$ cat src/hw/rtl/tcc_pkg.sv
// tcc_pkg: shared types and constants of the text console cursor block.
// Used by tcc_ctrl, tcc_datapath and text_console_cursor_top; no dependencies.
`default_nettype none

package tcc_pkg;

    // Result command codes (m_tuser)
    localparam logic [1:0] CMD_DRAW   = 2'd0;
    localparam logic [1:0] CMD_SCROLL = 2'd1;
    localparam logic [1:0] CMD_CLEAR  = 2'd2;

    // Input operation codes (s_tuser)
    localparam logic OP_PUT   = 1'b0;
    localparam logic OP_CLEAR = 1'b1;

    // Control characters
    localparam logic [7:0] CH_BACKSPACE = 8'd8;
    localparam logic [7:0] CH_TAB       = 8'd9;
    localparam logic [7:0] CH_NEWLINE   = 8'd10;
    localparam logic [7:0] CH_SPACE     = 8'd32;

    // Configuration register indexes
    localparam logic REG_COLUMNS = 1'b0;
    localparam logic REG_ROWS    = 1'b1;

    localparam logic [7:0] COLUMNS_RESET = 8'd80;
    localparam logic [7:0] ROWS_RESET    = 8'd30;

    typedef enum logic [2:0] {
        KIND_CLEAR,
        KIND_NEWLINE,
        KIND_TAB,
        KIND_BACKSPACE,
        KIND_CHAR
    } kind_t;

    // Controller to datapath
    typedef struct packed {
        logic load;    // latch the input beat
        logic step;    // emit one result of the held item and move the cursor
        logic scroll;  // emit the scroll owed by a wrapping draw
        logic last;    // mark the emitted result as final
    } cmd_t;

    // Datapath to controller
    typedef struct packed {
        kind_t kind;
        logic  wrap;       // column + 1 reaches the line end
        logic  scroll_due; // row + 1 passes the last row
        logic  tab_stop;   // column + 1 is a multiple of the tab width
        logic  out_free;   // output register can take a beat this cycle
    } status_t;

endpackage

`default_nettype wire

$ cat src/hw/rtl/tcc_datapath.sv
// tcc_datapath: configuration, cursor and output registers of the console.
// Depends on tcc_pkg; driven by tcc_ctrl through tcc_pkg::cmd_t.
`default_nettype none

module tcc_datapath (
    input  wire logic            clk,
    input  wire logic            rst_n,
    input  wire logic            cfg_we,
    input  wire logic            cfg_index,
    input  wire logic [7:0]      cfg_data,
    input  wire logic            op_in,
    input  wire logic [7:0]      char_in,
    input  wire tcc_pkg::cmd_t   cmd,
    output tcc_pkg::status_t     status,
    output logic                 out_valid,
    input  wire logic            out_ready,
    output logic [1:0]           out_cmd,
    output logic [7:0]           out_glyph,
    output logic [7:0]           out_col,
    output logic [7:0]           out_row,
    output logic                 out_last
);

    logic [7:0] columns_reg, rows_reg;
    logic [7:0] col_reg, col_next;
    logic [7:0] row_reg, row_next;
    logic       op_reg;
    logic [7:0] char_reg;

    logic       out_valid_reg, out_valid_next;
    logic [1:0] out_cmd_reg, out_cmd_next;
    logic [7:0] out_glyph_reg, out_glyph_next;
    logic [7:0] out_col_reg, out_col_next;
    logic [7:0] out_row_reg, out_row_next;
    logic       out_last_reg, out_last_next;

    logic [8:0] col_inc, row_inc;
    logic [7:0] nl_row;
    logic       emit;
    tcc_pkg::kind_t kind;

    always_comb
    begin
        if (op_reg == tcc_pkg::OP_CLEAR)
            kind = tcc_pkg::KIND_CLEAR;
        else if (char_reg == tcc_pkg::CH_NEWLINE)
            kind = tcc_pkg::KIND_NEWLINE;
        else if (char_reg == tcc_pkg::CH_TAB)
            kind = tcc_pkg::KIND_TAB;
        else if (char_reg == tcc_pkg::CH_BACKSPACE)
            kind = tcc_pkg::KIND_BACKSPACE;
        else
            kind = tcc_pkg::KIND_CHAR;
    end

    // Nine-bit steps so that a cursor left beyond a shrunk screen wraps at once
    assign col_inc = {1'b0, col_reg} + 9'd1;
    assign row_inc = {1'b0, row_reg} + 9'd1;
    assign nl_row  = (row_inc >= {1'b0, rows_reg})
                   ? ((rows_reg == 8'd0) ? 8'd0 : rows_reg - 8'd1)
                   : row_inc[7:0];

    assign status.kind       = kind;
    assign status.wrap       = (col_inc >= {1'b0, columns_reg});
    assign status.scroll_due = (row_inc >= {1'b0, rows_reg});
    assign status.tab_stop   = (col_inc[2:0] == 3'd0);
    assign status.out_free   = !out_valid_reg || out_ready;

    always_comb
    begin
        col_next       = col_reg;
        row_next       = row_reg;
        emit           = 1'b0;
        out_cmd_next   = out_cmd_reg;
        out_glyph_next = out_glyph_reg;
        out_col_next   = out_col_reg;
        out_row_next   = out_row_reg;
        out_last_next  = out_last_reg;

        if (cmd.step)
        begin
            out_cmd_next   = tcc_pkg::CMD_DRAW;
            out_glyph_next = tcc_pkg::CH_SPACE;
            out_col_next   = col_reg;
            out_row_next   = row_reg;
            unique case (kind)
                tcc_pkg::KIND_CLEAR:
                begin
                    emit           = 1'b1;
                    out_cmd_next   = tcc_pkg::CMD_CLEAR;
                    out_glyph_next = 8'd0;
                    out_col_next   = 8'd0;
                    out_row_next   = 8'd0;
                    col_next       = 8'd0;
                    row_next       = 8'd0;
                end
                tcc_pkg::KIND_NEWLINE:
                begin
                    emit           = status.scroll_due;
                    out_cmd_next   = tcc_pkg::CMD_SCROLL;
                    out_glyph_next = 8'd0;
                    out_col_next   = 8'd0;
                    out_row_next   = 8'd0;
                    col_next       = 8'd0;
                    row_next       = nl_row;
                end
                tcc_pkg::KIND_BACKSPACE:
                begin
                    emit = (col_reg != 8'd0);
                    if (col_reg != 8'd0)
                    begin
                        col_next     = col_reg - 8'd1;
                        out_col_next = col_reg - 8'd1;
                    end
                end
                tcc_pkg::KIND_TAB, tcc_pkg::KIND_CHAR:
                begin
                    emit = 1'b1;
                    if (kind == tcc_pkg::KIND_CHAR)
                        out_glyph_next = char_reg;
                    if (status.wrap)
                    begin
                        col_next = 8'd0;
                        row_next = nl_row;
                    end
                    else
                    begin
                        col_next = col_inc[7:0];
                    end
                end
                default:
                begin
                    emit = 1'b0;
                end
            endcase
        end
        else if (cmd.scroll)
        begin
            emit           = 1'b1;
            out_cmd_next   = tcc_pkg::CMD_SCROLL;
            out_glyph_next = 8'd0;
            out_col_next   = 8'd0;
            out_row_next   = 8'd0;
        end

        if (emit)
            out_last_next = cmd.last;

        if (emit)
            out_valid_next = 1'b1;
        else if (out_ready)
            out_valid_next = 1'b0;
        else
            out_valid_next = out_valid_reg;
    end

    always_ff @(posedge clk or negedge rst_n)
    begin
        if (!rst_n)
        begin
            columns_reg   <= tcc_pkg::COLUMNS_RESET;
            rows_reg      <= tcc_pkg::ROWS_RESET;
            col_reg       <= 8'd0;
            row_reg       <= 8'd0;
            out_valid_reg <= 1'b0;
        end
        else
        begin
            if (cfg_we && cfg_index == tcc_pkg::REG_COLUMNS)
                columns_reg <= cfg_data;
            if (cfg_we && cfg_index == tcc_pkg::REG_ROWS)
                rows_reg <= cfg_data;
            col_reg       <= col_next;
            row_reg       <= row_next;
            out_valid_reg <= out_valid_next;
        end
    end

    // Payload registers: no reset
    always_ff @(posedge clk)
    begin
        if (cmd.load)
        begin
            op_reg   <= op_in;
            char_reg <= char_in;
        end
        out_cmd_reg   <= out_cmd_next;
        out_glyph_reg <= out_glyph_next;
        out_col_reg   <= out_col_next;
        out_row_reg   <= out_row_next;
        out_last_reg  <= out_last_next;
    end

    assign out_valid = out_valid_reg;
    assign out_cmd   = out_cmd_reg;
    assign out_glyph = out_glyph_reg;
    assign out_col   = out_col_reg;
    assign out_row   = out_row_reg;
    assign out_last  = out_last_reg;

endmodule

`default_nettype wire

$ cat src/hw/rtl/tcc_ctrl.sv
// tcc_ctrl: sequencer that steps one console item through its result beats.
// Depends on tcc_pkg; commands tcc_datapath.
`default_nettype none

module tcc_ctrl (
    input  wire logic              clk,
    input  wire logic              rst_n,
    input  wire logic              in_valid,
    output logic                   in_ready,
    input  wire tcc_pkg::status_t  status,
    output tcc_pkg::cmd_t          cmd
);

    typedef enum logic [1:0] {
        ST_IDLE,
        ST_EXEC,
        ST_SCROLL
    } state_t;

    state_t state_reg, state_next;
    logic   last;

    always_comb
    begin
        unique case (status.kind) inside
            tcc_pkg::KIND_CLEAR, tcc_pkg::KIND_NEWLINE, tcc_pkg::KIND_BACKSPACE:
                last = 1'b1;
            tcc_pkg::KIND_CHAR:
                last = !(status.wrap && status.scroll_due);
            tcc_pkg::KIND_TAB:
                last = status.wrap ? !status.scroll_due : status.tab_stop;
            default:
                last = 1'b1;
        endcase
    end

    always_comb
    begin
        state_next = state_reg;
        in_ready   = 1'b0;
        cmd        = '0;
        unique case (state_reg)
            ST_IDLE:
            begin
                in_ready = 1'b1;
                cmd.load = in_valid;
                if (in_valid)
                    state_next = ST_EXEC;
            end
            ST_EXEC:
            begin
                // advance only when the output register can take the beat
                if (status.out_free)
                begin
                    cmd.step = 1'b1;
                    cmd.last = last;
                    if (last)
                        state_next = ST_IDLE;
                    else if (status.wrap && status.scroll_due)
                        state_next = ST_SCROLL;
                end
            end
            ST_SCROLL:
            begin
                if (status.out_free)
                begin
                    cmd.scroll = 1'b1;
                    cmd.last   = 1'b1;
                    state_next = ST_IDLE;
                end
            end
            default:
                state_next = ST_IDLE;
        endcase
    end

    always_ff @(posedge clk or negedge rst_n)
    begin
        if (!rst_n)
            state_reg <= ST_IDLE;
        else
            state_reg <= state_next;
    end

endmodule

`default_nettype wire

$ cat src/hw/rtl/text_console_cursor_top.sv
// text_console_cursor_top: cursor tracker of a character-cell text console.
// Depends on tcc_pkg, tcc_ctrl and tcc_datapath.
//
//   channel  direction  signals                         beat contents
//   s_       in         s_tvalid s_tready s_tdata       one byte and its operation
//                       s_tuser
//   m_       out        m_tvalid m_tready m_tdata       one draw, scroll or clear
//                       m_tuser m_tlast
//   cfg_     in         cfg_we cfg_index cfg_data       columns (0) or rows (1)
//
// Sequencing: one item at a time. After the accept, the item yields one result
// beat per cycle while the single output register is free: a plain character
// one draw, a wrapping one that scrolls two, a tab its draws (+1 scroll), at
// most 9 beats. A silent newline or a backspace at column 0 yields none.
// Reset: cursor at home, 80 columns, 30 rows, output register empty.
// Stalls: m_tready low holds the pending beat and freezes the sequencer;
// the output register lets the next item in once the last beat is loaded.
`default_nettype none

module text_console_cursor_top (
    input  wire logic        clk,
    input  wire logic        rst_n,
    input  wire logic        s_tvalid,
    output logic             s_tready,
    input  wire logic [7:0]  s_tdata,   // [7:0] char_code
    input  wire logic        s_tuser,   // [0] operation
    output logic             m_tvalid,
    input  wire logic        m_tready,
    output logic [23:0]      m_tdata,   // [7:0] glyph, [15:8] column, [23:16] row
    output logic [1:0]       m_tuser,   // [1:0] command
    output logic             m_tlast,
    input  wire logic        cfg_we,
    input  wire logic        cfg_index,
    input  wire logic [7:0]  cfg_data
);

    tcc_pkg::cmd_t    cmd;
    tcc_pkg::status_t status;
    logic [7:0]       glyph, column, row;

    tcc_ctrl u_ctrl (
        .clk      (clk),
        .rst_n    (rst_n),
        .in_valid (s_tvalid),
        .in_ready (s_tready),
        .status   (status),
        .cmd      (cmd)
    );

    tcc_datapath u_datapath (
        .clk       (clk),
        .rst_n     (rst_n),
        .cfg_we    (cfg_we),
        .cfg_index (cfg_index),
        .cfg_data  (cfg_data),
        .op_in     (s_tuser),
        .char_in   (s_tdata),
        .cmd       (cmd),
        .status    (status),
        .out_valid (m_tvalid),
        .out_ready (m_tready),
        .out_cmd   (m_tuser),
        .out_glyph (glyph),
        .out_col   (column),
        .out_row   (row),
        .out_last  (m_tlast)
    );

    // Pack the result beat: glyph lowest, then column, then row
    assign m_tdata = {row, column, glyph};

    // While the sequencer waits for input, any beat still held is the last of its item
    a_idle_beat_last: assert property (@(posedge clk) disable iff (!rst_n)
        (s_tready && m_tvalid) |-> m_tlast)
        else $error("beat held while idle is not the final one of its item");

    // A scroll always closes its item
    a_scroll_last: assert property (@(posedge clk) disable iff (!rst_n)
        (m_tvalid && m_tuser == tcc_pkg::CMD_SCROLL) |-> m_tlast)
        else $error("scroll beat without tlast");

    // Scroll and clear carry no cell or glyph
    a_nondraw_zero: assert property (@(posedge clk) disable iff (!rst_n)
        (m_tvalid && m_tuser != tcc_pkg::CMD_DRAW) |-> (m_tdata == 24'd0))
        else $error("scroll or clear beat with non-zero data");

    // An accepted item closes the input until its work is done
    a_one_item: assert property (@(posedge clk) disable iff (!rst_n)
        (s_tvalid && s_tready) |=> !s_tready)
        else $error("input reopened straight after an accept");

endmodule

`default_nettype wire

$ cat config.mk
export PLATFORM = sky130hd
export DESIGN_NAME = text_console_cursor_top
export DESIGN_NICKNAME = d
export VERILOG_FILES = /design/src/hw/rtl/tcc_pkg.sv /design/src/hw/rtl/tcc_datapath.sv /design/src/hw/rtl/tcc_ctrl.sv /design/src/hw/rtl/text_console_cursor_top.sv
export SDC_FILE = /design/constraint.sdc
export NUM_CORES = 1
export LEC_CHECK = 0
export ABC_AREA = 1
export BUFFER_PORTS_ARGS = -buffer_cell sky130_fd_sc_hd__buf_2
export CAP_MARGIN = 20
export CORE_ASPECT_RATIO = 2
export CORE_UTILIZATION = 28
export DETAILED_ROUTE_END_ITERATION = 8
export REMOVE_ABC_BUFFERS = 1
export SLEW_MARGIN = 30
export SYNTH_ARGS = -nofsm -noshare
export SYNTH_HDL_FRONTEND = slang
export SYNTH_SLANG_ARGS = --single-unit
$ cat constraint.sdc
create_clock -name clk -period 4 [get_ports clk]
set_input_delay 0.4 -clock clk [delete_from_list [all_inputs] [get_ports clk]]
set_output_delay 0.4 -clock clk [all_outputs]
set_load 0.02 [all_outputs]
==> flow_metrics.env <==
export IMPL_status="completed"
export IMPL_crit_chain="ha_1 > nand2_2 > nor2_4 > xor2_1 > ha_1 > a21o_1 > nor2_1 > nor2_1 > nor2_2 > nand3_4 > o21ai_1 > nand2_1 > nand2_1 > inv_1"
export IMPL_cts_setup_buffers=0
export IMPL_synth_flop_cell="edfxtp_1"
export IMPL_fmax_ghz=0.352
export IMPL_cts_resized=0
export IMPL_finalHoldViolCount=0
export IMPL_drive_gt1_share_pct=18.4
export IMPL_cts_hold_buffers=0
export IMPL_initial_utilization_pct=28.6
export IMPL_critPathMaxFanout=18
export IMPL_synthToLayoutAreaGrowth_pct=18.4
export IMPL_gp_congestion=0.878
export IMPL_placementRows=62
export IMPL_num_vias=3284
export IMPL_drc=0
export IMPL_cts_sinks=71
export IMPL_place_area_um2=4580
export IMPL_wl_per_cell_um=12.7
export IMPL_cap_violations=0
export IMPL_routed_wl_mm=9.33
export IMPL_die_height_um=173
export IMPL_worst_pin_slew_ns=0.839
export IMPL_drtAntennaViolNets=0
export IMPL_via_per_inst=4.46
export IMPL_drtPass1Iterations=4
export IMPL_synth_cell_types=37
export IMPL_cts_max_path_buffers=2
export IMPL_dp_hpwl_mm=7.32
export IMPL_final_cell_mix="nand2_1, inv_1, buf_2"
export IMPL_worst_r2r_setup_slack_ns=1.16
export IMPL_dieArea_um2=15200
export IMPL_ys_seq_area_share_pct=47.8
export IMPL_finalCritPeriodShare_pct=71.0
export IMPL_io_buffer_count=51
export IMPL_slowest_stage="dfrtp_1"
export IMPL_ir_worst_vdd_mv=0.177
export IMPL_grt_pass1_vias=3399
export IMPL_grt_pass1_wl_mm=15.5
export IMPL_synth_edf_count=36
export IMPL_worst_setup_path_type="reg -> reg"
export IMPL_antenna_found_initial=0
export IMPL_synth_async_reset_ratio_pct=49.3
export IMPL_ios=52
export IMPL_final_common_cell="nand2_1"
export IMPL_crit_path_end_kind="flop"
export IMPL_slew_violations=0
export IMPL_diodes=0
export IMPL_netlist_area_um2=4110
export IMPL_crit_arrival_ns=2.94
export IMPL_fin_skew_ns=0.00672
export IMPL_clock_latency_ns=0.33
export IMPL_syn_area_per_cell_um2=8.47
export IMPL_tns_ns=0
export IMPL_setup_viol=0
export IMPL_critical_path_top_delay_family="simple AND/OR/NAND/NOR gates"
export IMPL_cts_tree="built"
export IMPL_relSlewSlack_pct=44.1
export IMPL_clk_pin_slew_worst_paths_ns=0.06
export IMPL_power_density_cell_area_nw_per_um2=630
export IMPL_rsz0062_at_grt="false"
export IMPL_grt_ovfl_total=0
export IMPL_clockRootBuffer="clkbuf_16"
export IMPL_drt_iter0_drc=177
export IMPL_cp_num_buf_inv=1
export IMPL_final_nets=588
export IMPL_ys_ff_latch=71
export IMPL_synthCells=485
export IMPL_min_period_ns=2.84
export IMPL_chipWidth_um=87.7
export IMPL_cts_buffers=9
export IMPL_stdcell_area_um2=4870
export IMPL_grt_max_degree=36
export IMPL_power_leakage_nw=2.35
export IMPL_worstPathRequired_ns=4.10
export IMPL_start_kind="flop"
export IMPL_core_area_um2=14400
export IMPL_min_path_type="in -> async"
export IMPL_ys_warnings_count=0
export IMPL_cts_max_level=3
export IMPL_slowest_delay_ns=0.41
export IMPL_grt_usage_pct=13.3
==> cell usage after synthesis (5+ instances only) <==
master,n,area [µm²]
xor2_1,12,105
inv_1,75,282
a21oi_1,18,90.1
nand3_1,17,85.1
dfstp_2,6,158
nand4_1,7,43.8
nor3_1,5,25.0
o21ai_0,27,135
inv_2,6,22.5
edfxtp_1,36,1080
o21ai_1,23,115
ha_1,26,325
buf_2,5,25.0
nor2_2,5,31.3
nor2_1,37,139
dfrtp_1,29,726
clkbuf_1,5,18.8
nand2_1,121,454
==> layout make-up <==
type	count	area [µm²]
clock buffers	9	225
fillers	1501	9490
clock inverters	7	63.8
repair buffers	55	285
flip-flops and latches	71	1960
well taps	192	240
inverters	82	308
multi-input cells	320	1780
==> per-stage QoR <==
| step | power, mW | std cells | utilization (%) | hold WS [ns] | worst slack [ns] |
|---|---|---|---|---|---|
| after floorplan | 1.94 | 473 | - | 0.104 | 1.30 |
| after global placement | 2.30 | 720 | 31.9 | 0.476 | 1.19 |
| after detailed placement | 2.32 | 720 | 31.9 | 0.474 | 1.15 |
| after CTS | 3.10 | 736 | 33.9 | 0.201 | 1.14 |
| after global routing | 3.28 | 736 | 33.9 | 0.231 | 0.922 |
| final | 3.07 | 736 | 33.9 | 0.169 | 1.16 |
==> per-layer routing <==
metal / share of wire [%] / global-route usage (%)
met1: 38 / 13.1
met2: 55 / 24.8
met3: 3.2 / 2.19
met4: 3.8 / 7.92
met5: 0 / 0
==> logic make-up after synthesis <==
kind of cell | synth area share (%)
AO/OA/AOI/OAI | 9.86
XOR/XNOR | 2.98
adder cells (fa/ha/maj) | 7.91
buffers and inverters | 8.92
flip-flops | 47.8
AND/OR/NAND/NOR | 22.5
==> path summary, 6_finish.rpt <==
| kind | from | to | depth (start not counted) |
|---|---|---|---|
| min in group clk | s_tuser | u_datapath.op_reg | 1 |
| max | u_datapath.row_reg[0] | u_datapath.out_last | 14 |
| min reg2reg | u_datapath.columns_reg[2] | u_datapath.columns_reg[2] | 2 |
| max reg2reg | u_datapath.row_reg[0] | u_datapath.out_last | 14 |
| min | rst_n | u_datapath.row_reg[4] | 1 |
| max in group asynchronous | rst_n | u_datapath.col_reg[2] | 1 |
==> power by group <==
group	internal, mW	total, mW	switching [mW]	leakage, nW
clock	0.476	0.772	0.296	0.139
combinational	0.389	1.18	0.789	1.42
sequential	1.01	1.12	0.109	0.792
No activity file was read; power rests on OpenSTA's default activity.
